`config.mk`:
```
export PLATFORM = sky130hd
export DESIGN_NAME = lpm_ctrl
export DESIGN_NICKNAME = d
export VERILOG_FILES = /design/src/rtl/lpm_pkg.sv /design/src/rtl/lpm_ctrl.sv
export SDC_FILE = /design/constraint.sdc
export NUM_CORES = 1
export LEC_CHECK = 0
export ABC_AREA = 1
export BUFFER_PORTS_ARGS = -buffer_cell sky130_fd_sc_hd__buf_2
export CORE_AREA = 2 2 39 41
export CTS_BUF_LIST = sky130_fd_sc_hd__clkbuf_2
export DETAILED_ROUTE_END_ITERATION = 10
export DIE_AREA = 0 0 41 43
export PLACE_DENSITY = 0.47
export SLEW_MARGIN = 20
export SYNTH_ARGS = -nofsm -noshare
export SYNTH_HDL_FRONTEND = slang
export SYNTH_SLANG_ARGS = --single-unit
```
`constraint.sdc`:
```
create_clock -name i_clk -period 1.3 [get_ports i_clk]
set_clock_uncertainty 0.1 [all_clocks]
set_input_delay 0.065 -clock i_clk [delete_from_list [all_inputs] [get_ports i_clk]]
set_output_delay 0.065 -clock i_clk [all_outputs]
set_load 0.1 [all_outputs]
```
`src/rtl/lpm_pkg.sv`:
```
`default_nettype none
package lpm_pkg;
    localparam int unsigned TableEntriesDefault = 64;
    localparam int unsigned V4Width = 32;
    localparam int unsigned V6Width = 128;
    localparam logic [7:0] V4WidthLen = 8'd32;
    localparam logic [7:0] V6WidthLen = 8'd128;

    typedef enum logic [1:0] {
        ST_OK     = 2'd0,
        ST_MISS   = 2'd1,
        ST_FULL   = 2'd2,
        ST_BADLEN = 2'd3
    } t_status;

    localparam logic CMD_INSERT = 1'b0;
    localparam logic CMD_LOOKUP = 1'b1;

    // controller to datapath
    typedef struct packed {
        logic load;      // capture request
        logic clear;     // reset scan accumulators
        logic step;      // examine entry at scan index
        logic write;     // write entry at chosen slot
    } t_ctl;

    // datapath to controller
    typedef struct packed {
        logic is_lookup;
        logic bad_len;
        logic last;      // scan index at final entry
        logic matched;   // lookup hit, or insert found an identical entry
        logic has_free;
    } t_sts;

    // mask of top len bits of 128
    function automatic logic [127:0] prefix_mask(input logic [7:0] len);
        logic [127:0] m;
        m = '0;
        for (int b = 0; b < 128; b++) begin
            m[127 - b] = (b < int'(len));
        end
        return m;
    endfunction
endpackage
`default_nettype wire

```
`src/rtl/lpm_ctrl.sv`:
```
`default_nettype none
module lpm_ctrl (
    input  wire             i_clk,
    input  wire             i_rst_n,
    input  wire             i_start,
    input  wire lpm_pkg::t_sts i_sts,
    output lpm_pkg::t_ctl   o_ctl,
    output logic            o_busy,
    output logic            o_done,
    output logic [1:0]      o_status_sel
);
    typedef enum logic [1:0] {S_IDLE, S_CHECK, S_SCAN, S_FIN} t_state;
    t_state r_state;

    // command decode
    always_comb begin
        o_ctl = '0;
        o_ctl.load  = (r_state == S_IDLE) && i_start;
        o_ctl.clear = o_ctl.load;
        o_ctl.step  = (r_state == S_SCAN);
        o_ctl.write = (r_state == S_FIN) && !i_sts.is_lookup && !i_sts.matched
                      && i_sts.has_free;
    end

    // state and registered result strobe
    always_ff @(posedge i_clk) begin
        if (!i_rst_n) begin
            r_state      <= S_IDLE;
            o_done       <= 1'b0;
            o_status_sel <= lpm_pkg::ST_OK;
        end else begin
            o_done <= 1'b0;
            case (r_state)
                S_IDLE: if (i_start) r_state <= S_CHECK;
                S_CHECK: begin
                    if (i_sts.bad_len && !i_sts.is_lookup) begin
                        o_done       <= 1'b1;
                        o_status_sel <= lpm_pkg::ST_BADLEN;
                        r_state      <= S_IDLE;
                    end else begin
                        r_state <= S_SCAN;
                    end
                end
                S_SCAN: if (i_sts.last) r_state <= S_FIN;
                S_FIN: begin
                    o_done <= 1'b1;
                    if (i_sts.is_lookup) o_status_sel <= i_sts.matched ?
                        lpm_pkg::ST_OK : lpm_pkg::ST_MISS;
                    else if (i_sts.matched || i_sts.has_free)
                        o_status_sel <= lpm_pkg::ST_OK;
                    else o_status_sel <= lpm_pkg::ST_FULL;
                    r_state <= S_IDLE;
                end
                default: r_state <= S_IDLE;
            endcase
        end
    end

    assign o_busy = (r_state != S_IDLE);
endmodule
`default_nettype wire

```
Yosys cells after proc, flatten, opt, wreduce, memory -nomap -nowiden
Index checks and enable logic that the tools add are counted.
- equality and inequality tests: 6
- muxes and demuxes: 11
- reduce and logical (&&, ||, !) cells: 13
- operator list (operator ; number):
    $mux W2 ; 6
    $pmux W2 S4 ; 1
    $ne A2 B2 Y1 const B ; 3
    $logic_and A1 B1 Y1 ; 5
    $eq A2 B2 Y1 const B ; 2
    $pmux W2 S2 ; 1
    $reduce_and A2 Y1 ; 2
    $reduce_bool A2 Y1 ; 2
    $eq A2 B1 Y1 const B ; 1
    $logic_not A1 Y1 ; 2
    $logic_not A2 Y1 ; 1
    $mux W1 ; 2
    $pmux W1 S2 ; 1
    $logic_or A1 B1 Y1 ; 1
- register bits after elaboration: 5
- output and inout bits: 8
- logic and storage cells: 33

Depth between registers and ports, before layout
- depth in word-level cells: 4
- gate-level depth with buffers: 5

Worst setup path before layout
Ideal clock, no wire load.
- kind: register to output
- start point: register r_state[0]
- end point: output port o_ctl[3] (netlist name)
- arrival time: 2.774 ns
- required time: 1.135 ns
- path slack: -1.639 ns
- cell stages (with the launch flop): 5
- buffers on the path: 1
- cell sequence: dfxtp_1 nor2_1 inv_1 nor2_1 buf_4
- RTL lines (what ; RTL line ; source):
    start, declared ; lpm_ctrl.sv:13 ; t_state r_state;
    start signal, assigned ; lpm_ctrl.sv:28 ; r_state <= S_IDLE;
    start signal, assigned ; lpm_ctrl.sv:34 ; S_IDLE: if (i_start) r_state <= S_CHECK;
    start signal, assigned ; lpm_ctrl.sv:39 ; r_state <= S_IDLE;
    end, declared ; lpm_ctrl.sv:7 ; output lpm_pkg::t_ctl o_ctl,

==> out/metrics.yaml <==
run_status:
  outcome: "finished, violations left"
  violations: "negative setup slack"
grt:
  track_usage_pct: 8.15
  grt_pass1_wl_um: 938
  grt_max_degree: 7
  antenna_found_initial: 0
  grt-ovfl-total: 0
  grt_pass1_vias: 266
timing:
  setup_viol: 2
  worst_slack_ns: -0.0181
  rsz0062_at_grt: "true"
  period_needed_ns: 1.32
  fin_crit_sh_pct: 101
  slew_viol_final: 0
  max_freq_ghz: 0.759
  fin_tns_setup_ns: -0.0357
  worstMarginPinSlew_ns: 0.483
  hold_viol: 0
  hold-worst-slack_ns: 0.0268
  max_slew_margin_pct: 68.0
logic_synthesis:
  synth.most_common_cell: "nor2_1"
  avgSynthCellArea_um2: 6.43
  yosysTopAreaCell: "dfxtp_1"
  ys_warn_count: 0
  synth_seq_cells: 5
  syn_nets: 44
  synth_area_leaders: "dfxtp_1 (43%), nor2_1 (16%), inv_1 (11%), nand3_1 (6.5%), nand2_1 (6.5%)"
  syn-instance-count: 36
  synth_ff_type: "dfxtp_1"
  synth.distinct_cells: 9
  synth-edff-count: 0
  synthTopCellsByCount: "nor2_1 (10), inv_1 (7), dfxtp_1 (5)"
  synth_area_um2: 231
  seq_area_frac_synth_pct: 43.2
  ys_async_sr_fraction_pct: 0
  synth_top_area_share_pct: 43.2
pwr:
  p_per_area_nw_per_um2: 1310
  ir_drop_mv: 0.434
  leakage_nw: 0.244
  total_power_mw: 0.626
worst_hold_path:
  hp-class: "input port to flip-flop"
  holdCritStartpoint: "i_rst_n"
final_layout:
  nFillCells: 148
  layout-drive-gt1-share_pct: 52.6
  area_growth_pct: 106
  antenna_cells: 0
  fin_util_pct: 34.5
  nNetsFinal: 66
setup_path:
  cp-end-kind: "primary output"
  max_stage_delay_ns: 0.36
  cp_num_buf_inv: 2
  cp_cell_sequence: "nor2_4, clkinvlp_4, nor2_4, buf_12"
  regToRegSetupSlack_ns: 0.30
  cp_max_fo: 4
  cp_slowest_cell: "dfxtp_4"
  worst-setup-path-type: "flip-flop to primary output"
  worstSetupStartpointType: "flip-flop"
  r2r-start: "r_state[0]"
  crit_top_cell: "nor2_4"
  required_ns: 1.13
  critPathArrivalTime_ns: 1.15
  crit_family: "flip-flops"
job:
  maxCapViolCount: 0
floorplan:
  dieArea_um2: 1760
  core_area_um2: 1380
  die_h_um: 43
  io_pins: 16
  initial_core_util_pct: 16.7
  rows: 14
  die_w_um: 41
placement:
  numPortBuffers: 15
  pre_cts_ws_ns: 0.141
  dp_hpwl_um: 455
  place_congestion: 0.711
route:
  wl_per_cell_um: 7.27
  drt-initial-drc-count: 0
  dr.pass1.iters: 1
  wirelength_um: 531
  vias_per_cell: 3.71
  routed-via-count: 271
  drtAntennaViolNets: 0
  drc: 0
cts:
  cts_num_sinks: 5
  clk_latency_ns: 0.21
  cts_tree: "yes"
  cts_buffers: 3
  clk_pin_slew_ns: 0.06
  clockBufferDepth: 2
  htreeDepth: 1
  clockRootBuffer: "clkbuf_2"
  ctsHoldBuffers: 0
-- logic make-up after synthesis --
logic type / synth area share, %
buffers and inverters: 14.6
AND/OR/NAND/NOR: 33.5
flip-flops: 43.2
AO/OA/AOI/OAI: 8.65
-- worst min-delay path, delay by kind of cell --
kind	cells	cell delay, ns
AO/OA/AOI/OAI	1	0.07
buffers and inverters	1	0.11
AND/OR/NAND/NOR	1	0.05
-- worst paths after layout --
check             cells after the start               to
setup / recovery                      4         o_ctl[3]
hold / removal                        3  o_status_sel[0]
setup reg to reg                      3  o_status_sel[0]
hold reg to reg                       2  o_status_sel[0]
-- power breakdown --
group | switching [mW] | internal [mW] | leakage [nW] | total (mW)
clock | 0.0637 | 0.0815 | 0.0166 | 0.145
sequential | 0.0123 | 0.166 | 0.0424 | 0.179
combinational | 0.202 | 0.100 | 0.185 | 0.302
total | 0.278 | 0.348 | 0.244 | 0.626
-- metal layers --
| metal | part of all wire, % | GRT usage, % | vias up |
|---|---|---|---|
| met5 | 0 | 0 | - |
| met4 | 0 | 6.00 | 0 |
| met3 | 13 | 4.71 | 0 |
| met2 | 40 | 9.69 | 12 |
| met1 | 47 | 10.4 | 107 |
| li1 | - | - | 152 |
-- placed cells by master, fill, tap and decap left out --
| cell | instances |
|---|---|
| nand2_1 | 4 |
| dfxtp_2 | 2 |
| nand3_2 | 1 |
| o21ai_0 | 2 |
| nor3_1 | 1 |
| clkbuf_2 | 4 |
| a21oi_1 | 2 |
| buf_12 | 5 |
| inv_1 | 6 |
| nor2_1 | 8 |
| nor3_4 | 1 |
| buf_4 | 3 |
| buf_2 | 10 |
| dfxtp_1 | 2 |
| nor2_4 | 2 |
| nand3_1 | 2 |
| clkinvlp_4 | 1 |
| dfxtp_4 | 1 |
-- cell type report --
class	count	area (µm²)	area share, %
Clock buffer	4	20.0	4.19
Inverter	7	30.0	6.28
Sequential cell	5	106	22.3
Timing Repair Buffer	18	173	36.1
Multi-Input combinational cell	23	129	27.0
Tap cell	16	20.0	4.19
-- repair_timing --
item                                    in CTS  in global routing
buffers inserted                             2                  1
endpoints found under the setup margin       3                  4
resized for setup                            1                  2
pin swaps                                    2                  0
-- metrics by stage --
step	area, µm²	instances
floorplan	277	36
global placement	427	66
detailed placement	427	66
CTS	463	72
global route	478	73
finish	478	73
Note: power is estimated with default switching activity, not from simulation.
